===== src/chacha20_keystream_xor_unit_assert.svh =====
// Assertion macros for the keystream XOR unit.
`ifndef CHACHA20_KEYSTREAM_XOR_UNIT_ASSERT_SVH
`define CHACHA20_KEYSTREAM_XOR_UNIT_ASSERT_SVH

// Same-cycle implication, checked outside reset.
`define CC20_ASSERT_NOW(label, clk, rst, ante, cons) \
   label: assert property (@(posedge clk) disable iff (rst) (ante) |-> (cons)) \
      else $error("%m: same-cycle check failed");

// Next-cycle implication, checked outside reset.
`define CC20_ASSERT_NEXT(label, clk, rst, ante, cons) \
   label: assert property (@(posedge clk) disable iff (rst) (ante) |=> (cons)) \
      else $error("%m: next-cycle check failed");

`endif


===== src/cc20_pkg.sv =====
package cc20_pkg;

   typedef enum logic [2:0] {
      CSR_KEY_0         = 3'd0,
      CSR_KEY_1         = 3'd1,
      CSR_KEY_2         = 3'd2,
      CSR_KEY_3         = 3'd3,
      CSR_NONCE_LOW     = 3'd4,
      CSR_NONCE_HIGH    = 3'd5,
      CSR_START_COUNTER = 3'd6
   } csr_idx_type;

   localparam logic [31:0] SIGMA_0 = 32'h61707865;
   localparam logic [31:0] SIGMA_1 = 32'h3320646e;
   localparam logic [31:0] SIGMA_2 = 32'h79622d32;
   localparam logic [31:0] SIGMA_3 = 32'h6b206574;

   typedef struct packed {
      logic [63:0] data_in;
      logic [3:0]  byte_count;
      logic        last;
   } req_type;

   typedef struct packed {
      logic [63:0] data_out;
      logic [3:0]  byte_count_out;
      logic        last_out;
   } rsp_type;

   typedef struct packed {
      logic [63:0] key_0;
      logic [63:0] key_1;
      logic [63:0] key_2;
      logic [63:0] key_3;
      logic [63:0] nonce_low;
      logic [31:0] nonce_high;
   } cfg_type;

   // One classified word on its way from the front to the back.
   typedef struct packed {
      logic [63:0] data;
      logic [3:0]  byte_count;
      logic        last;
      logic [7:0]  byte_mask;
      logic [2:0]  pos;
      logic        new_block;
      logic [31:0] counter;
   } job_type;

   typedef logic [15:0][31:0] blk_type;
   typedef logic [7:0][63:0]  ks_rows_type;

   typedef struct packed {
      logic [31:0] a;
      logic [31:0] b;
      logic [31:0] c;
      logic [31:0] d;
   } qr_type;

   typedef enum logic [1:0] {
      BK_SERVE,
      BK_ROUND,
      BK_FINAL
   } bk_state_type;

   typedef struct packed {
      logic busy;
      logic emit;
   } bk_status_type;

   function automatic qr_type quarter(input logic [31:0] a, input logic [31:0] b,
                                      input logic [31:0] c, input logic [31:0] d);
      logic [31:0] ta;
      logic [31:0] tb;
      logic [31:0] tc;
      logic [31:0] td;
      ta = a + b;
      td = d ^ ta;
      td = {td[15:0], td[31:16]};
      tc = c + td;
      tb = b ^ tc;
      tb = {tb[19:0], tb[31:20]};
      ta = ta + tb;
      td = td ^ ta;
      td = {td[23:0], td[31:24]};
      tc = tc + td;
      tb = tb ^ tc;
      tb = {tb[24:0], tb[31:25]};
      return '{a: ta, b: tb, c: tc, d: td};
   endfunction

   // One column round or one diagonal round: four quarter rounds side by side.
   function automatic blk_type chacha_round(input blk_type w, input logic diag);
      qr_type  q0;
      qr_type  q1;
      qr_type  q2;
      qr_type  q3;
      blk_type r;
      r = w;
      if (!diag) begin
         q0 = quarter(w[0], w[4], w[8],  w[12]);
         q1 = quarter(w[1], w[5], w[9],  w[13]);
         q2 = quarter(w[2], w[6], w[10], w[14]);
         q3 = quarter(w[3], w[7], w[11], w[15]);
         r[0] = q0.a; r[4] = q0.b; r[8]  = q0.c; r[12] = q0.d;
         r[1] = q1.a; r[5] = q1.b; r[9]  = q1.c; r[13] = q1.d;
         r[2] = q2.a; r[6] = q2.b; r[10] = q2.c; r[14] = q2.d;
         r[3] = q3.a; r[7] = q3.b; r[11] = q3.c; r[15] = q3.d;
      end else begin
         q0 = quarter(w[0], w[5], w[10], w[15]);
         q1 = quarter(w[1], w[6], w[11], w[12]);
         q2 = quarter(w[2], w[7], w[8],  w[13]);
         q3 = quarter(w[3], w[4], w[9],  w[14]);
         r[0] = q0.a; r[5] = q0.b; r[10] = q0.c; r[15] = q0.d;
         r[1] = q1.a; r[6] = q1.b; r[11] = q1.c; r[12] = q1.d;
         r[2] = q2.a; r[7] = q2.b; r[8]  = q2.c; r[13] = q2.d;
         r[3] = q3.a; r[4] = q3.b; r[9]  = q3.c; r[14] = q3.d;
      end
      return r;
   endfunction

   // Counts of eight and above keep all bytes; zero keeps none.
   function automatic logic [7:0] byte_mask(input logic [3:0] count);
      logic [8:0] m;
      m = (9'h001 << count[2:0]) - 9'h001;
      return count[3] ? 8'hff : m[7:0];
   endfunction

endpackage


===== src/cc20_queue.sv =====
module cc20_queue
   import cc20_pkg::*;
#(
   parameter int unsigned DEPTH = 4
)
(
   input  logic    clock,
   input  logic    reset,
   input  logic    push,
   input  job_type push_job,
   output logic    full,
   input  logic    pop,
   output logic    empty,
   output job_type head
);

   localparam int unsigned PTR_W = $clog2(DEPTH);
   localparam int unsigned CNT_W = $clog2(DEPTH + 1);

   job_type           slots_ff [DEPTH];
   logic [PTR_W-1:0]  wr_ptr_ff;
   logic [PTR_W-1:0]  wr_ptr_in;
   logic [PTR_W-1:0]  rd_ptr_ff;
   logic [PTR_W-1:0]  rd_ptr_in;
   logic [CNT_W-1:0]  count_ff;
   logic [CNT_W-1:0]  count_in;
   logic              do_push;
   logic              do_pop;

   assign full    = (count_ff == CNT_W'(DEPTH));
   assign empty   = (count_ff == '0);
   assign do_push = push && !full;
   assign do_pop  = pop && !empty;
   assign head    = slots_ff[rd_ptr_ff];

   always_comb begin
      wr_ptr_in = wr_ptr_ff;
      rd_ptr_in = rd_ptr_ff;
      count_in  = count_ff;
      if (do_push) begin
         wr_ptr_in = (wr_ptr_ff == PTR_W'(DEPTH - 1)) ? '0 : wr_ptr_ff + 1'b1;
      end
      if (do_pop) begin
         rd_ptr_in = (rd_ptr_ff == PTR_W'(DEPTH - 1)) ? '0 : rd_ptr_ff + 1'b1;
      end
      if (do_push && !do_pop) begin
         count_in = count_ff + 1'b1;
      end else if (!do_push && do_pop) begin
         count_in = count_ff - 1'b1;
      end
   end

   always_ff @(posedge clock) begin
      if (reset) begin
         wr_ptr_ff <= '0;
         rd_ptr_ff <= '0;
         count_ff  <= '0;
      end else begin
         wr_ptr_ff <= wr_ptr_in;
         rd_ptr_ff <= rd_ptr_in;
         count_ff  <= count_in;
      end
   end

   always_ff @(posedge clock) begin
      if (do_push) begin
         slots_ff[wr_ptr_ff] <= push_job;
      end
   end

endmodule


===== config.mk =====
export PLATFORM = sky130hd
export DESIGN_NAME = cc20_queue
export DESIGN_NICKNAME = d
export VERILOG_FILES = /design/src/chacha20_keystream_xor_unit_assert.svh /design/src/cc20_pkg.sv /design/src/cc20_queue.sv
export SDC_FILE = /design/constraint.sdc
export NUM_CORES = 1
export LEC_CHECK = 0
export BUFFER_PORTS_ARGS = -buffer_cell sky130_fd_sc_hd__buf_2
export CELL_PAD_IN_SITES_DETAIL_PLACEMENT = 1
export CELL_PAD_IN_SITES_GLOBAL_PLACEMENT = 2
export CORE_AREA = 2 2 167 234
export DETAILED_ROUTE_END_ITERATION = 8
export DIE_AREA = 0 0 169 236
export MAX_ROUTING_LAYER = met4
export PLACE_DENSITY = 0.78
export SLEW_MARGIN = 20
export SYNTH_ARGS = -nofsm -noshare
export SYNTH_HDL_FRONTEND = slang
export SYNTH_SLANG_ARGS = --single-unit

===== constraint.sdc =====
create_clock -name clock -period 9.4 [get_ports clock]
set_input_delay 0.94 -clock clock [delete_from_list [all_inputs] [get_ports clock]]
set_output_delay 0.94 -clock clock [all_outputs]
set_load 0.1 [all_outputs]

==> impl_results.md, run 1 <==
- Outcome: finished, final reports clean
- Share of layout cells above drive strength 1: 0.449
- Fin crit period: 4.20 ns
- Core area: 38,100 um^2
- R2R cell count: 3
- Cell area after placement: 18,400 um^2
- Setup ws final: 5.20 ns
- Setup bufs post-CTS: 0
- Async SR Flop Fraction: 0
- Pre-CTS setup slack: 5.57 ns
- Post-synthesis sequential area ratio: 0.819
- Final net count: 1,022
- Root buf cell: clkbuf_16
- Worst path arrival time: 3.26 ns
- Critical-path cell list: buf_4, mux4_2, buf_2
- Worst EP required: 8.46 ns
- Site row count: 85
- Total congestion overflow: 0
- DRT antenna net count: 0
- Post-synth top area share: 0.808
- Routability cong.: 0.699
- Hpwl dp: 19,700 um
- Slew Viols, Final: 0
- Simple-Gate Fraction of Synth Area: 0.00506
- Setup crit end kind: output port
- Final TNS setup: 0 ns
- Avg Synthesized Cell Area: 26.2 um^2
- Mapped Nets: 765
- Area contributors post-synth: edfxtp_1 81%, mux4_2 15%, dfxtp_1 1.1%, buf_8 0.72%, ha_1 0.45%
- I/O Buffers: 231
- Area share of xor/xnor cells in the synthesized design: 0.00104
- Mux cell area share after synthesis: 0.153
- Slew headroom: 0.371
- Fin. Hold Viols: 0
- Skew final: 0.0140 ns
- Non-Filler Instances: 1,413
- Total CTS buffers: 44
- # setup viols final: 0
- Initial core utilization: 0.441
- Stages on worst setup path: 3
- Number of global-route vias before repair: 8,141
- Synth Area in Compound Gates: 0.00268
- CTS-repair resized insts: 0
- PwrDens: 339 nW/um^2
- Pin count of the biggest net entering global routing: 60
- Clock latency on the worst-skew pair: 0.54 ns
- Die ar.: 39,900 um^2
- Worst path buffer plus inverter count: 2
- Max VDD drop: 0.226 mV
- Wirelength, routed: 33,200 um
- Residual DRC: 0
- DR vias/cell: 5.26
- Post-layout power: 6.72 mW
- Period utilization: 0.447
- Fin area: 19,800 um^2
- Cells after synthesis: 641
- Post-synth cell types: 24
- Adder-Cell Fraction of Synth Area: 0.00566
- Hold buffer count at CTS: 0
- Yosys reg bits: 461
- Hold WS: 0.500 ns
- Reg-to-reg critical path endpoint: slots_ff[3][47]$_DFFE_PP_
- Area of the mapped netlist: 16,800 um^2
- IO Pins: 232
- Delay of the slowest critical-path stage: 0.88 ns
- Avg WL per Cell: 23.5 um
- Least-Margin Pin Slew: 0.944 ns
- Antenna violations before repair: 9
- Critical path class: reg2out
- Max Fanout on Critical Path: 59
- Clk slew on worst S/H paths: 0.06 ns
- Chip height: 236 um
- Reg2reg setup slack: 6.48 ns
- DRT Pass-1 Iters: 4
- Total GRT Usage: 0.172
- CTS tree: done
- Fin util: 0.521
- Max frequency: 238 MHz
- Die width: 169 um
- Min-Delay Path Class: reg2reg
- Area leader, netlist: edfxtp_1
- Max cap viols: 0
- Post-synth EDFFs: 452
- Type of origin of the critical path: flip-flop
- Cell family with most CP delay: buffers and inverters
- Top-count cell post-synth: edfxtp_1
- Reg2Reg Launch Point: count_ff[0]$_SDFFE_PP0P_
- DP Cell Count: 1,329
- Ys flop type: edfxtp_1
- Crit path to: head[76]
- Synth warn: 0
- Area grow syn2layout: 18.0%
- RSZ-0062 raised after global routing: false
- First-pass GRT wire length: 50,100 um
- TritonCTS Sinks: 461
- Vias: 7,432
- Worst path slowest cell: dfxtp_4
- CTS H-tree lvls: 2
- Leak Pwr: 6.58 nW
- Largest family of logic cells by synthesized area: multiplexers
- Post-synth top cells: 452 x edfxtp_1, 113 x mux4_2, 13 x buf_2, 9 x dfxtp_1, 8 x buf_8
- Longest Clk Path Bufs: 3
- First DRT Iteration DRCs: 455
==> worst register-to-register path: cells and delay by family, from the launching register on <==
family	cells	cell delay, ns
buffers and inverters	1	0.86
DFF	1	0.44
and+or+nand+nor	2	1.16
==> area by class of cell <==
class / instances / area, um^2
timing repair buffer: 239 / 1240
fill: 3382 / 18300
multi-input combinational: 147 / 2830
tap: 478 / 598
clock buffer: 53 / 1160
sequential: 461 / 13800
inverter: 5 / 18.8
clock inverter: 21 / 203
antenna: 9 / 22.5
==> metal layers <==
metal | wire length [um] | up-vias | track usage
met5 | 0 | - | -
met4 | 625 | 0 | 0.0508
met3 | 2210 | 42 | 0.0455
met2 | 17000 | 214 | 0.278
met1 | 13400 | 3886 | 0.216
li1 | - | 3290 | -
==> worst min path at each step <==
stage / cells after the start / from / end
final: 2 / rd_ptr_ff[0]$_SDFFE_PP0P_ / flip-flop
after global routing: 2 / rd_ptr_ff[0]$_SDFFE_PP0P_ / flip-flop
after CTS: 2 / rd_ptr_ff[0]$_SDFFE_PP0P_ / flip-flop
after detailed placement: 2 / rd_ptr_ff[0]$_SDFFE_PP0P_ / flip-flop
after global placement: 2 / rd_ptr_ff[0]$_SDFFE_PP0P_ / flip-flop
after floorplan: 2 / rd_ptr_ff[0]$_SDFFE_PP0P_ / flip-flop
==> sequential cells by signal, indices dropped and copies added, names as in the netlist, named ones only <==
signal and cells:
slots_ff 452, count_ff 3, rd_ptr_ff 2, wr_ptr_ff 2
==> power breakdown <==
part	internal [mW]	total, mW	leakage, nW	switching (mW)
logic	0.491	2.46	1.70	1.97
clock network	0.981	1.69	0.661	0.708
registers	2.49	2.58	4.22	0.0863
==> cells by family after synthesis <==
family | Yosys count
buffers and inverters | 33
AND/OR/NAND/NOR | 16
XOR/XNOR | 2
multiplexers | 115
flip-flops | 461
adder cells (fa/ha/maj) | 7
AO/OA/AOI/OAI | 7
==> layout by cell type, fill, tap and decap left out <==
cell type,n
edfxtp_1,452
dfxtp_1,7
nand2_1,1
buf_4,7
or3_1,2
inv_6,1
ha_1,6
nor2_1,4
nor3_1,2
diode_2,9
mux4_2,113
o31ai_2,1
bufinv_16,4
buf_16,1
clkbuf_16,45
xor2_1,2
o21ai_0,2
inv_1,4
fa_1,1
clkinvlp_4,1
clkinv_1,10
mux2i_1,2
nand3_1,2
dfxtp_4,2
a21oi_1,3
clkinv_4,1
inv_2,1
and3_4,4
o31ai_1,1
buf_2,231
clkbuf_1,8
clkinv_2,4
or3b_1,1
Note: power is estimated with default switching activity, not from simulation.
==> run 2, diff against run 1 <==
Settings changed: ABC_AREA set to 1, CORE_AREA 2 2 167 234 to 2 2 179 251, DIE_AREA 0 0 169 236 to 0 0 181 253, PLACE_DENSITY 0.78 to 0.77.
Clock period 9.4 ns to 4.1 ns, I/O delays scaled along.
==> run 2 against run 1 <==
Compared with the run above:
- hold slack lost 0.46 ns
- largest cell class unchanged
- clock-buffer cell count grew 1
- via count grew 39%
- final cell count grew 40%
- first-iteration DRC count grew 36%
- global-route usage grew 1.0 points
- cell area grew 2.7%
- clock skew shrank 0.0018 ns
- non-clock buffer count grew 11
- synthesized area grew 2.5%
- register-to-register slack lost 4.8 ns
- synthesized cell count grew 81%
==> impl_results.md, run 2 <==
- Area contributors post-synth: edfxtp_1 79%, o21ai_0 5.7%, nor2_1 5.3%, o22ai_1 4.1%, dfxtp_1 1.0%
- Avg WL per Cell: 20.8 um
- Final TNS setup: 0 ns
- DRT Pass-1 Iters: 6
- Routability cong.: 0.716
- Core area: 43,700 um^2
- Cells after synthesis: 1,163
- Clk slew on worst S/H paths: 0.06 ns
- Max Fanout on Critical Path: 81
- DR vias/cell: 5.20
- Commonest non-fill, non-tap cell in the layout: edfxtp_1
- Hpwl dp: 23,100 um
- FILL cells: 4,424
- Mapped Nets: 1,287
- Die width: 181 um
- Synth warn: 0
- Pin count of the biggest net entering global routing: 227
- Total congestion overflow: 0
- Post-synth top area share: 0.789
- Largest register FFs: 452
- Die ar.: 45,800 um^2
- First-pass GRT wire length: 61,800 um
- First DRT Iteration DRCs: 617
- Slew headroom: 0.181
- Vias: 10,300
- Chip height: 253 um
- # setup viols final: 0
- Fin area: 20,400 um^2
- Initial core utilization: 0.394
- Site row count: 91
- Share of layout cells above drive strength 1: 0.225
- Pre-CTS setup slack: 1.17 ns
- Root buf cell: clkbuf_16
- Worst EP required: 3.69 ns
- Longest Clk Path Bufs: 3
- Fin. Hold Viols: 0
- Area leader, netlist: edfxtp_1
- Setup crit end kind: output port
- Area of the mapped netlist: 17,200 um^2
- Register Area: 13,800 um^2
- CTS tree: done
- Most frequent cells in the layout: 452 x edfxtp_1, 239 x nor2_1, 231 x buf_2
- Post-synthesis sequential area ratio: 0.799
- DP Cell Count: 1,898
- Skew final: 0.0123 ns
- Top reg by flops: slots_ff
- RSZ-0062 raised after global routing: false
- Antenna violations before repair: 8
- Max cap viols: 0
- Top flop regs: slots_ff: 452 flops, count_ff: 3 flops
- Setup bufs post-CTS: 0
- CTS-repair resized insts: 0
- I/O Buffers: 231
- Worst path arrival time: 3.06 ns
- Outcome: finished, final reports clean
- Max frequency: 288 MHz
- Post-synth EDFFs: 452
- CTS H-tree lvls: 2
- Final net count: 1,511
- Fin crit period: 3.47 ns
- Cell area after placement: 18,900 um^2
- Critical path class: reg2out
- Total CTS buffers: 45
- Non-Filler Instances: 1,984
- Number of global-route vias before repair: 11,000
- Setup ws final: 0.629 ns
- Post-synth cell types: 22
- Top-count cell post-synth: edfxtp_1
- Least-Margin Pin Slew: 1.23 ns
- Period utilization: 0.847
- Residual DRC: 0
- Async SR Flop Fraction: 0
- Type of origin of the critical path: flip-flop
- Area grow syn2layout: 18.3%
- Post-synth top cells: 452 x edfxtp_1, 243 x nor2_1, 197 x o21ai_0, 113 x o22ai_1, 37 x clkbuf_1
- Clock latency on the worst-skew pair: 0.54 ns
- Multi-input logic area: 2980 um^2
- Hold buffer count at CTS: 0
- Slew Viols, Final: 0
- IO Pins: 232
- Total GRT Usage: 0.182
- TritonCTS Sinks: 461
- Avg Synthesized Cell Area: 14.8 um^2
- Wirelength, routed: 41,200 um
- Min-Delay Path Class: in2reg
- Yosys reg bits: 461
- Ys flop type: edfxtp_1
- DRT antenna net count: 0
[run 2: cell count changes after synthesis, moves of 4 or more]
| cell | before | now |
|---|---|---|
| buf_8 | 8 | 1 |
| and3_1 | 4 | 0 |
| nor2_1 | 4 | 243 |
| o22ai_1 | 0 | 113 |
| buf_4 | 0 | 4 |
| inv_1 | 4 | 16 |
| buf_6 | 1 | 16 |
| o21ai_1 | 0 | 30 |
| o21ai_0 | 2 | 197 |
| nand2_1 | 1 | 14 |
| clkbuf_1 | 6 | 37 |
| mux4_2 | 113 | 0 |
[run 2: final cells by class]
cell class,count,area share
sequential,461,0.676
multi-input combinational,611,0.146
timing repair buffer,250,0.0681
clock buffer,54,0.0591
tap,558,0.0343
clock inverter,23,0.0114
inverter,18,0.00363
antenna,9,0.00111
[run 2: logic make-up (layout without fill, tap and decap cells)]
kind of cell / Yosys count / after routing / share of synthesized area
xor gates and xnor gates: 1 / 1 / 0.000509
buffers and inverters: 91 / 345 / 0.0297
and+or+nand+nor: 261 / 261 / 0.0576
adders and majority gates: 7 / 7 / 0.00552
AOI/OAI and AO/OA: 342 / 342 / 0.108
DFF: 461 / 461 / 0.799
other: 0 / 9 / 0
[run 2: worst max-delay path, stage by stage (launching register included)]
cell and delay, ns:
dfxtp_4 0.59, buf_4 0.84, o21ai_0 0.27, o22ai_1 0.29
buf_2 0.47
[run 2: path summary, 6_finish.rpt]
path / from / end / slack, ns / cells past startpoint
max: flip-flop / head[33] / 0.63 / 4
min: reset / count_ff[0]$_SDFFE_PP0P_ / 0.04 / 2
max reg2reg: count_ff[0]$_SDFFE_PP0P_ / slots_ff[1][64]$_DFFE_PP_ / 1.73 / 5
min reg2reg: count_ff[1]$_SDFFE_PP0P_ / count_ff[1]$_SDFFE_PP0P_ / 0.53 / 2
[run 2: layer usage]
metal / track usage / vias up / wire length, um
li1: - / 4828 / -
met1: 0.198 / 5198 / 16200
met2: 0.329 / 218 / 21800
met3: 0.0429 / 70 / 2210
met4: 0.0592 / 0 / 1060
met5: - / - / 0
[run 2: stage by stage]
| stage | util | hold WS, ns |
|---|---|---|
| after floorplan | - | 0.482 |
| after CTS | 0.465 | 0.0127 |
| after global placement | 0.432 | 0.520 |
| after detailed placement | 0.432 | 0.527 |
| after global routing | 0.465 | 0.0175 |
| final | 0.466 | 0.0403 |
Power of run 2 is left out: the tool's default activity adds up to more than one toggle a clock period on the data nets, which glitch-free logic cannot reach.
