## src/chacha20_keystream_xor_unit_assert.svh

```systemverilog
// Assertion macros for the keystream XOR unit.
`ifndef CHACHA20_KEYSTREAM_XOR_UNIT_ASSERT_SVH
`define CHACHA20_KEYSTREAM_XOR_UNIT_ASSERT_SVH

// Same-cycle implication, checked outside reset.
`define CC20_ASSERT_NOW(label, clk, rst, ante, cons) \
   label: assert property (@(posedge clk) disable iff (rst) (ante) |-> (cons)) \
      else $error("%m: same-cycle check failed");

// Next-cycle implication, checked outside reset.
`define CC20_ASSERT_NEXT(label, clk, rst, ante, cons) \
   label: assert property (@(posedge clk) disable iff (rst) (ante) |=> (cons)) \
      else $error("%m: next-cycle check failed");

`endif

```

## src/cc20_pkg.sv

```systemverilog
package cc20_pkg;

   typedef enum logic [2:0] {
      CSR_KEY_0         = 3'd0,
      CSR_KEY_1         = 3'd1,
      CSR_KEY_2         = 3'd2,
      CSR_KEY_3         = 3'd3,
      CSR_NONCE_LOW     = 3'd4,
      CSR_NONCE_HIGH    = 3'd5,
      CSR_START_COUNTER = 3'd6
   } csr_idx_type;

   localparam logic [31:0] SIGMA_0 = 32'h61707865;
   localparam logic [31:0] SIGMA_1 = 32'h3320646e;
   localparam logic [31:0] SIGMA_2 = 32'h79622d32;
   localparam logic [31:0] SIGMA_3 = 32'h6b206574;

   typedef struct packed {
      logic [63:0] data_in;
      logic [3:0]  byte_count;
      logic        last;
   } req_type;

   typedef struct packed {
      logic [63:0] data_out;
      logic [3:0]  byte_count_out;
      logic        last_out;
   } rsp_type;

   typedef struct packed {
      logic [63:0] key_0;
      logic [63:0] key_1;
      logic [63:0] key_2;
      logic [63:0] key_3;
      logic [63:0] nonce_low;
      logic [31:0] nonce_high;
   } cfg_type;

   // One classified word on its way from the front to the back.
   typedef struct packed {
      logic [63:0] data;
      logic [3:0]  byte_count;
      logic        last;
      logic [7:0]  byte_mask;
      logic [2:0]  pos;
      logic        new_block;
      logic [31:0] counter;
   } job_type;

   typedef logic [15:0][31:0] blk_type;
   typedef logic [7:0][63:0]  ks_rows_type;

   typedef struct packed {
      logic [31:0] a;
      logic [31:0] b;
      logic [31:0] c;
      logic [31:0] d;
   } qr_type;

   typedef enum logic [1:0] {
      BK_SERVE,
      BK_ROUND,
      BK_FINAL
   } bk_state_type;

   typedef struct packed {
      logic busy;
      logic emit;
   } bk_status_type;

   function automatic qr_type quarter(input logic [31:0] a, input logic [31:0] b,
                                      input logic [31:0] c, input logic [31:0] d);
      logic [31:0] ta;
      logic [31:0] tb;
      logic [31:0] tc;
      logic [31:0] td;
      ta = a + b;
      td = d ^ ta;
      td = {td[15:0], td[31:16]};
      tc = c + td;
      tb = b ^ tc;
      tb = {tb[19:0], tb[31:20]};
      ta = ta + tb;
      td = td ^ ta;
      td = {td[23:0], td[31:24]};
      tc = tc + td;
      tb = tb ^ tc;
      tb = {tb[24:0], tb[31:25]};
      return '{a: ta, b: tb, c: tc, d: td};
   endfunction

   // One column round or one diagonal round: four quarter rounds side by side.
   function automatic blk_type chacha_round(input blk_type w, input logic diag);
      qr_type  q0;
      qr_type  q1;
      qr_type  q2;
      qr_type  q3;
      blk_type r;
      r = w;
      if (!diag) begin
         q0 = quarter(w[0], w[4], w[8],  w[12]);
         q1 = quarter(w[1], w[5], w[9],  w[13]);
         q2 = quarter(w[2], w[6], w[10], w[14]);
         q3 = quarter(w[3], w[7], w[11], w[15]);
         r[0] = q0.a; r[4] = q0.b; r[8]  = q0.c; r[12] = q0.d;
         r[1] = q1.a; r[5] = q1.b; r[9]  = q1.c; r[13] = q1.d;
         r[2] = q2.a; r[6] = q2.b; r[10] = q2.c; r[14] = q2.d;
         r[3] = q3.a; r[7] = q3.b; r[11] = q3.c; r[15] = q3.d;
      end else begin
         q0 = quarter(w[0], w[5], w[10], w[15]);
         q1 = quarter(w[1], w[6], w[11], w[12]);
         q2 = quarter(w[2], w[7], w[8],  w[13]);
         q3 = quarter(w[3], w[4], w[9],  w[14]);
         r[0] = q0.a; r[5] = q0.b; r[10] = q0.c; r[15] = q0.d;
         r[1] = q1.a; r[6] = q1.b; r[11] = q1.c; r[12] = q1.d;
         r[2] = q2.a; r[7] = q2.b; r[8]  = q2.c; r[13] = q2.d;
         r[3] = q3.a; r[4] = q3.b; r[9]  = q3.c; r[14] = q3.d;
      end
      return r;
   endfunction

   // Counts of eight and above keep all bytes; zero keeps none.
   function automatic logic [7:0] byte_mask(input logic [3:0] count);
      logic [8:0] m;
      m = (9'h001 << count[2:0]) - 9'h001;
      return count[3] ? 8'hff : m[7:0];
   endfunction

endpackage

```

## src/cc20_front.sv

```systemverilog
module cc20_front
   import cc20_pkg::*;
(
   input  logic        clock,
   input  logic        reset,
   input  logic        req_push,
   input  req_type     req_data,
   input  logic [31:0] start_counter,
   input  logic        q_full,
   output logic        q_push,
   output job_type     q_job
);

   logic [31:0] block_counter_ff;
   logic [31:0] block_counter_in;
   logic [2:0]  pos_ff;
   logic [2:0]  pos_in;
   logic        in_msg_ff;
   logic        in_msg_in;

   logic [31:0] ctr_sel;
   logic [2:0]  pos_sel;
   logic        new_block;

   assign q_push    = req_push && !q_full;
   assign ctr_sel   = in_msg_ff ? block_counter_ff : start_counter;
   assign pos_sel   = in_msg_ff ? pos_ff : 3'd0;
   assign new_block = (pos_sel == 3'd0);

   always_comb begin
      q_job.data       = req_data.data_in;
      q_job.byte_count = req_data.byte_count;
      q_job.last       = req_data.last;
      q_job.byte_mask  = byte_mask(req_data.byte_count);
      q_job.pos        = pos_sel;
      q_job.new_block  = new_block;
      q_job.counter    = ctr_sel;
   end

   always_comb begin
      block_counter_in = block_counter_ff;
      pos_in           = pos_ff;
      in_msg_in        = in_msg_ff;
      if (q_push) begin
         if (req_data.last) begin
            in_msg_in        = 1'b0;
            pos_in           = 3'd0;
            block_counter_in = start_counter;
         end else begin
            in_msg_in        = 1'b1;
            pos_in           = pos_sel + 3'd1;
            block_counter_in = new_block ? ctr_sel + 32'd1 : ctr_sel;
         end
      end
   end

   always_ff @(posedge clock) begin
      if (reset) begin
         block_counter_ff <= '0;
         pos_ff           <= '0;
         in_msg_ff        <= 1'b0;
      end else begin
         block_counter_ff <= block_counter_in;
         pos_ff           <= pos_in;
         in_msg_ff        <= in_msg_in;
      end
   end

endmodule

```

## config.mk

```make
export PLATFORM = sky130hd
export DESIGN_NAME = cc20_front
export DESIGN_NICKNAME = d
export VERILOG_FILES = /design/src/chacha20_keystream_xor_unit_assert.svh /design/src/cc20_pkg.sv /design/src/cc20_front.sv
export SDC_FILE = /design/constraint.sdc
export NUM_CORES = 1
export LEC_CHECK = 0
export BUFFER_PORTS_ARGS = -buffer_cell sky130_fd_sc_hd__buf_2
export CORE_MARGIN = 4
export CORE_UTILIZATION = 41
export CTS_BUF_LIST = sky130_fd_sc_hd__clkbuf_8
export DETAILED_ROUTE_END_ITERATION = 12
export GPL_TIMING_DRIVEN = 0
export PLACE_DENSITY_LB_ADDON = 0.12
export SLEW_MARGIN = 20
export SYNTH_ARGS = -nofsm -noshare
export SYNTH_HDL_FRONTEND = slang
export SYNTH_SLANG_ARGS = --single-unit
```

## constraint.sdc

```tcl
create_clock -name clock -period 3.27 [get_ports clock]
set_clock_uncertainty 0.2 [all_clocks]
set_input_delay 0.1635 -clock clock [delete_from_list [all_inputs] [get_ports clock]]
set_output_delay 0.1635 -clock clock [all_outputs]
set_load 0.01 [all_outputs]
```

==> results of run 1 <==
## Yosys cell counts (all sizes together) (2+ instances only)
library cell	n
nor2	34
xnor2	14
nand2b	5
nor4	3
mux2	26
o21ai	16
nand2	48
inv	10
a22oi	8
a21oi	30
nand3	30
nand3b	15
clkbuf	19
mux2i	7
xor2	9
nor3	9
nand4b	5
ha	3
buf	84
a21o	5
and3	10
o22ai	12
a211oi	5
a221oi	6
dfxtp	36
or3	4
o211ai	2
or2	2
nor3b	4
nand4	9
## stage by stage
stage	worst slack [ns]	power [mW]
6_report	0.140	1.30
2_1_floorplan	0.229	0.802
4_1_cts	0.00613	1.29
3_5_place_dp	-0.507	0.982
3_3_place_gp	-0.448	0.975
5_1_grt	0.00425	1.36
## sequential cells by signal, summed over array words and instances (netlist names)
register,flops
in_msg_ff,1
pos_ff,3
block_counter_ff,32
## cell usage in the layout, fill, tap and decap left out, drive strengths merged, types with 2 or more instances in the layout
cell type,instances
a211oi,5
mux2,26
nor2,34
a21o,5
dlygate4sd3,2
nand4,9
nand2,48
and3,10
nand3b,15
xnor2,14
mux2i,7
o22ai,12
o21ai,16
nand2b,5
a22oi,8
nor3,9
o211ai,2
nand3,30
dfxtp,36
a221oi,6
a21oi,30
inv,11
buf,236
or3,4
nor4,3
nor3b,4
clkbuf,23
xor2,9
ha,3
nand4b,5
or2,2
## cell type report
cell class | instances | area (um2) | share of cell area [%]
multi-input combinational | 339 | 2320 | 48.4
sequential | 36 | 721 | 15.1
timing repair buffer | 156 | 796 | 16.6
clock inverter | 2 | 8.76 | 0.183
tap | 108 | 135 | 2.82
inverter | 10 | 37.5 | 0.784
buffer | 100 | 703 | 14.7
clock buffer | 5 | 68.8 | 1.44
## logic make-up after synthesis
logic type               after synthesis  synth area share (%)
buffers and inverters                113                  19.7
adder cells (fa/ha/maj)                3                  1.00
XOR/XNOR                              23                  5.37
flip-flops                            36                  19.2
AO/OA/AOI/OAI                         97                  17.9
multiplexers                          33                  9.67
AND/OR/NAND/NOR                      183                  27.1
## worst max-delay path by stage
stage,from,slack [ns],endpoint,cells after the start
floorplan,in_msg_ff,0.23,block_counter_ff[8],14
finish,in_msg_ff,0.14,block_counter_ff[8],13
detailed placement,in_msg_ff,-0.51,block_counter_ff[8],14
global placement,in_msg_ff,-0.45,block_counter_ff[8],14
CTS,in_msg_ff,0.006,block_counter_ff[8],13
global route,in_msg_ff,0.004,block_counter_ff[8],13
## power breakdown
part	total [mW]	internal (mW)	switching (mW)
Clock	0.317	0.142	0.175
Sequential	0.489	0.464	0.0247
Combinational	0.491	0.229	0.262
Total	1.30	0.835	0.461
## repair_timing
action / 4_1_cts / 5_1_grt
pin swaps: 1 / 0
hold buffers: 2 / 0
endpoints found under the hold margin: 2 / 0
buffers inserted: 2 / 0
setup endpoints to repair: 24 / 7
resized for setup: 4 / 7
## routing by layer
metal | vias up | track usage (%) | routed length [um]
met5 | - | 0 | 0
met4 | 0 | 7.60 | 211
met3 | 17 | 5.60 | 1310
met2 | 266 | 39.4 | 6430
met1 | 1892 | 30.1 | 5410
li1 | 1987 | - | -
## critical path, cell delays in order, from the launching register on
cell and delay [ns]:
dfxtp_1 0.36, buf_6 0.16, buf_8 0.20, buf_4 0.23
buf_4 0.22, mux2_2 0.36, ha_1 0.20, inv_1 0.13
a211oi_4 0.07, buf_6 0.15, nand2_1 0.10, mux2_2 0.34
o22ai_1 0.14, a221oi_1 0.10
==> insert_results.sql, run 1 <==
INSERT INTO impl_metrics (metric_group, metric, value, unit) VALUES
('route', 'route.detailed.vias_per_inst', '5.51', ''),
('route', 'detailedRoute.firstIterationViolations', '351', ''),
('yosys', 'number_of_warning_messages_in_the_yosys_log', '0', ''),
('layout', 'fin_nets', '756', ''),
('global_route', 'grt_pass1_vias', '4028', ''),
('clock_tree', 'cts_htree_levels', '2', ''),
('layout', 'finish.instance_area', '4790', 'um2'),
('status', 'outcome', 'complete, no violations', ''),
('clock_tree', 'num_clock_sinks', '36', ''),
('clock_tree', 'clock_latency_late_sink', '0.30', 'ns'),
('placed_design', 'placed_cells', '748', ''),
('timing', 'timing.setup.tns', '0', 'ns'),
('floorplan', 'num_rows', '34', ''),
('clock_tree', 'tritoncts', 'built', ''),
('timing', 'max-slew-margin-rel', '49.6', '%'),
('hold_path', 'worstHoldStart', 'start_counter[6]', ''),
('route', 'wl', '13400', 'um'),
('yosys', 'synth_top_area_cells', 'dfxtp_1 19%, buf_4 14%, mux2_2 7.8%', ''),
('route', 'avgRoutedWirePerCell', '17.7', 'um'),
('clock_tree', 'clk_root_buffer_cell', 'clkbuf_8', ''),
('setup_path', 'regToRegStartpoint', 'in_msg_ff', ''),
('floorplan', 'die_height', '104', 'um'),
('layout', 'fraction_of_layout_cells_with_a_size_suffix_above_1', '44.8', '%'),
('setup_path', 'setup.worst_path.end_class', 'flip-flop', ''),
('yosys', 'synth_edf_count', '0', ''),
('yosys', 'synth_top_cell_by_area', 'dfxtp_1', ''),
('clock_tree', 'cts.reportedPaths.clkPinSlew', '0.08', 'ns'),
('layout', 'area.growth.synth_to_final', '27.7', '%'),
('route', 'drt_first_pass_iters', '5', ''),
('hold_path', 'hold_class', 'input port to flip-flop', ''),
('layout', 'postLayoutCoreUtil', '54.4', '%'),
('setup_path', 'cp_data_required_time', '3.22', 'ns'),
('timing', 'max_freq', '0.319', 'GHz'),
('global_route', 'grt_use_total', '23.6', '%'),
('setup_path', 'ff2ff_path_depth', '13', ''),
('pwr', 'cellPowerDensity', '271', 'nW/um2'),
('global_route', 'globalRoute.totalOverflow', '0', ''),
('route', 'dr_vias', '4162', ''),
('hold_path', 'min_delay_path_depth', '3', ''),
('layout', 'n_fill_cell', '891', ''),
('pwr', 'ir_drop', '0.208', 'mV'),
('job', 'max-cap-violations', '0', ''),
('setup_path', 'timing.setup.critical_path_class', 'flip-flop to flip-flop', ''),
('timing', 'finalHoldWorstSlack', '0.0163', 'ns'),
('timing', 'period_needed', '3.13', 'ns'),
('placed_design', 'placed_area', '4650', 'um2'),
('timing', 'final_min_period_over_clock_period', '95.7', '%'),
('clock_tree', 'max-clock-path-buffers', '2', ''),
('route', 'route.detailed.drc', '0', ''),
('floorplan', 'initial_core_util', '42.6', '%'),
('global_route', 'grt_first_pass_wirelength', '21000', 'um'),
('floorplan', 'ioPinCount', '219', ''),
('yosys', 'synthArstFlopShare', '0', '%'),
('yosys', 'syn_avg_cell_area', '7.69', 'um2'),
('layout', 'post_layout_nonfiller_instances', '756', ''),
('yosys', 'postSynthNetCount', '596', ''),
('floorplan', 'design.die.area', '10700', 'um2'),
('yosys', 'synth_ff_type', 'dfxtp_1', ''),
('setup_path', 'reg_to_reg_slack_setup', '0.14', 'ns'),
('global_route', 'grt_start_max_net_pins', '20', ''),
('placed_design', 'port_buffers', '152', ''),
('timing', 'final_hold_viol_count', '0', ''),
('route', 'antenna_violating_nets_post_route', '0', ''),
('yosys', 'post_synth_num_cell_types', '63', ''),
('layout', 'antenna_cells', '0', ''),
('yosys', 'proportion_of_synthesized_chip_area_in_sequential_cells', '19.2', '%'),
('timing', 'worst-slew-pin-transition', '0.757', 'ns'),
('setup_path', 'worst_setup_path_start_kind', 'flip-flop', ''),
('hold_path', 'whs_endpoint', 'block_counter_ff[6]', ''),
('pwr', 'power_leakage', '2.15', 'nW'),
('floorplan', 'die_x', '104', 'um');
(Power assumes the default switching activity.)
==> inputs of run 2 (changes only) <==
--- a/config.mk
+++ b/config.mk
@@ -6,8 +6,10 @@
 export NUM_CORES = 1
 export LEC_CHECK = 0
 export BUFFER_PORTS_ARGS = -buffer_cell sky130_fd_sc_hd__buf_2
+export CELL_PAD_IN_SITES_DETAIL_PLACEMENT = 0
+export CELL_PAD_IN_SITES_GLOBAL_PLACEMENT = 1
 export CORE_MARGIN = 4
-export CORE_UTILIZATION = 41
+export CORE_UTILIZATION = 28
 export CTS_BUF_LIST = sky130_fd_sc_hd__clkbuf_8
 export DETAILED_ROUTE_END_ITERATION = 12
 export GPL_TIMING_DRIVEN = 0
==> run 2 against run 1 <==
  * Via count decreased by 1.5%
  * Global-route usage down 5.4 points
  * Largest cell class unchanged
  * Largest power group unchanged
  * Register-to-register slack better by 0.21 ns
  * Count of clock-buffer cells in the layout rose by 1
==> insert_results.sql, run 2 (synthesized netlist as in run 1, its figures left out) <==
INSERT INTO impl_metrics (metric_group, metric, value, unit) VALUES
('route', 'dr_vias', '4098', ''),
('setup_path', 'critical-path-top-delay-family', 'compound AO/OA/AOI/OAI gates', ''),
('layout', 'fin_nets', '756', ''),
('global_route', 'grt_use_total', '18.2', '%'),
('setup_path', 'regToRegStartpoint', 'in_msg_ff', ''),
('hold_path', 'hold_class', 'input port to flip-flop', ''),
('layout', 'fraction_of_layout_cells_with_a_size_suffix_above_1', '44.7', '%'),
('pwr', 'power_frac_comb', '36.9', '%'),
('setup_path', 'cp_data_required_time', '3.28', 'ns'),
('layout', 'area.sequential', '721', 'um2'),
('pwr', 'cellPowerDensity', '276', 'nW/um2'),
('global_route', 'grt_first_pass_wirelength', '21500', 'um'),
('layout', 'n_fill_cell', '1442', ''),
('clock_tree', 'clock_latency_late_sink', '0.30', 'ns'),
('pwr', 'power_leakage', '2.15', 'nW'),
('timing', 'final_min_period_over_clock_period', '89.4', '%'),
('route', 'drt_first_pass_iters', '4', ''),
('setup_path', 'timing.setup.critical_path_class', 'flip-flop to flip-flop', ''),
('layout', 'layout.cells.most_common_list', '152 x buf_2, 76 x buf_4, 48 x nand2_1', ''),
('timing', 'worst-slew-pin-transition', '0.796', 'ns'),
('timing', 'rsz0062_at_grt', 'false', ''),
('pwr', 'p_sw', '483', 'uW'),
('global_route', 'globalRoute.totalOverflow', '0', ''),
('global_route', 'grt_pass1_vias', '3895', ''),
('clock_tree', 'cts_buffers', '5', ''),
('placed_design', 'place.gp.congestion', '0.888', ''),
('clock_tree', 'max-clock-path-buffers', '2', ''),
('placed_design', 'port_buffers', '152', ''),
('layout', 'multiInputGateArea', '2310', 'um2'),
('setup_path', 'cp_cell_sequence', 'buf_6 -> buf_4 -> nand2_1 -> ha_4 -> a21bo_2 -> a211oi_2 -> buf_4 -> nand2_1 -> mux2_2 -> o22ai_1 -> a221oi_1', ''),
('clock_tree', 'cts_htree_levels', '2', ''),
('setup_path', 'crit_slowest_cell', 'dfxtp_1', ''),
('timing', 'drv_slew', '0', ''),
('layout', 'layout_commonest_cell', 'buf_2', ''),
('route', 'avgRoutedWirePerCell', '17.8', 'um'),
('placed_design', 'placed_area', '4730', 'um2'),
('layout', 'max_flop_register', 'block_counter_ff', ''),
('setup_path', 'critical_path.reg2reg.endpoint', 'block_counter_ff[8]', ''),
('floorplan', 'initial_core_util', '28.4', '%'),
('timing', 'final_hold_viol_count', '0', ''),
('floorplan', 'ioPinCount', '219', ''),
('setup_path', 'worst_setup_path_start_kind', 'flip-flop', ''),
('clock_tree', 'cts.reportedPaths.clkPinSlew', '0.09', 'ns'),
('route', 'wl', '14700', 'um'),
('route', 'route.detailed.vias_per_inst', '4.97', ''),
('hold_path', 'min_delay_path_depth', '3', ''),
('pwr', 'clock_network_fraction_of_total_power', '26.7', '%'),
('layout', 'largest_register_ff_count', '32', ''),
('global_route', 'grt_start_max_net_pins', '29', ''),
('placed_design', 'placed_cells', '816', ''),
('layout', 'post_layout_nonfiller_instances', '825', ''),
('timing', 'finalHoldWorstSlack', '0.0333', 'ns'),
('timing', 'max-slew-margin-rel', '47.0', '%'),
('floorplan', 'design.die.area', '15300', 'um2'),
('route', 'antenna_violating_nets_post_route', '0', ''),
('setup_path', 'path_buf_inv', '3', ''),
('floorplan', 'die_height', '124', 'um'),
('placed_design', 'dp_slack', '-0.562', 'ns'),
('setup_path', 'setup.worst_path.end_class', 'flip-flop', ''),
('setup_path', 'ff2ff_path_depth', '11', ''),
('pwr', 'swShare', '35.9', '%'),
('setup_path', 'path_max_fanout', '28', ''),
('timing', 'setup-violations-final', '0', ''),
('hold_path', 'whs_endpoint', 'block_counter_ff[14]', ''),
('floorplan', 'fp.coreArea', '13200', 'um2'),
('route', 'route.detailed.drc', '0', ''),
('clock_tree', 'clk_root_buffer_cell', 'clkbuf_8', ''),
('floorplan', 'num_rows', '42', ''),
('timing', 'final.setup.worst_slack', '0.348', 'ns'),
('layout', 'finish.instance_area', '4870', 'um2'),
('route', 'detailedRoute.firstIterationViolations', '223', ''),
('status', 'outcome', 'complete, no violations', ''),
('global_route', 'number_of_antenna_violations_at_the_first_check_in_global_routing', '0', ''),
('pwr', 'internal-power', '861', 'uW'),
('pwr', 'ir_drop', '0.155', 'mV'),
('timing', 'period_needed', '2.92', 'ns'),
('clock_tree', 'num_clock_sinks', '36', ''),
('pwr', 'seq_power_share', '36.4', '%'),
('layout', 'largest_registers', 'block_counter_ff: 32 flops, pos_ff: 3 flops, in_msg_ff: 1 flops', ''),
('pwr', 'fin_total_pwr', '1.34', 'mW'),
('clock_tree', 'tritoncts', 'built', ''),
('setup_path', 'worst_ep_arrival_time', '2.94', 'ns'),
('floorplan', 'die_x', '124', 'um'),
('setup_path', 'max_stage_delay', '0.33', 'ns'),
('layout', 'area.growth.synth_to_final', '29.9', '%'),
('hold_path', 'worstHoldStart', 'start_counter[14]', ''),
('job', 'max-cap-violations', '0', ''),
('timing', 'max_freq', '0.342', 'GHz'),
('layout', 'antenna_cells', '0', ''),
('placed_design', 'dp.final_hpwl', '11400', 'um'),
('setup_path', 'reg_to_reg_slack_setup', '0.35', 'ns');
## run 2: how the worst max path moves through the flow
stage / end / cells past startpoint / start
floorplan: block_counter_ff[8] / 14 / in_msg_ff
global placement: block_counter_ff[8] / 14 / in_msg_ff
detailed placement: block_counter_ff[8] / 14 / in_msg_ff
CTS: block_counter_ff[8] / 12 / in_msg_ff
global route: block_counter_ff[8] / 11 / in_msg_ff
finish: block_counter_ff[8] / 11 / in_msg_ff
## run 2: what timing repair did
item	4_1_cts	5_1_grt
hold buffers	3	0
endpoints found under the setup margin	29	2
cloned	0	0
pin swaps	0	1
setup buffers	0	3
resized for setup	3	1
endpoints found under the hold margin	3	0
## run 2: power by group through the flow
stage / Clock, mW / Combinational (mW) / Sequential (mW)
after floorplan: 0 / 0.311 / 0.491
after global placement: 0 / 0.493 / 0.498
after detailed placement: 0 / 0.496 / 0.498
after CTS: 0.373 / 0.496 / 0.488
after global routing: 0.383 / 0.543 / 0.493
final: 0.359 / 0.495 / 0.489
## run 2: routing by layer
| metal | routed length (um) | share of wire (%) | vias up | track usage, % |
|---|---|---|---|---|
| met2 | 6820 | 46 | 166 | 30.2 |
| met5 | 0 | 0 | - | 0 |
| li1 | - | - | 1990 | - |
| met3 | 1110 | 7.5 | 25 | 2.72 |
| met4 | 364 | 2.5 | 0 | 5.95 |
| met1 | 6430 | 44 | 1917 | 24.2 |
## run 2: layout make-up
cell class              count  area share (%)
multi-input cells         339            47.4
repair buffers            158            16.7
flip-flops and latches     36            14.8
plain buffers              98            14.0
well taps                 176            4.52
clock buffers               6            1.69
inverters                  10           0.770
clock inverters             2           0.205
## run 2: worst reg2reg max path, delay by kind of cell, from the launching register on
kind            cells  cell delay, ns
compound gates      4            0.88
buf+inv             3            0.64
flops               1            0.33
simple gates        2            0.30
mux                 1            0.28
fa+ha+maj           1            0.21
## run 2: stage by stage
step           TNS [ns]  utilization (%)
4_1_cts               0             36.7
3_3_place_gp      -7.63             35.9
6_report              0             36.9
2_1_floorplan         0                -
3_5_place_dp      -7.03             35.9
5_1_grt               0             36.9
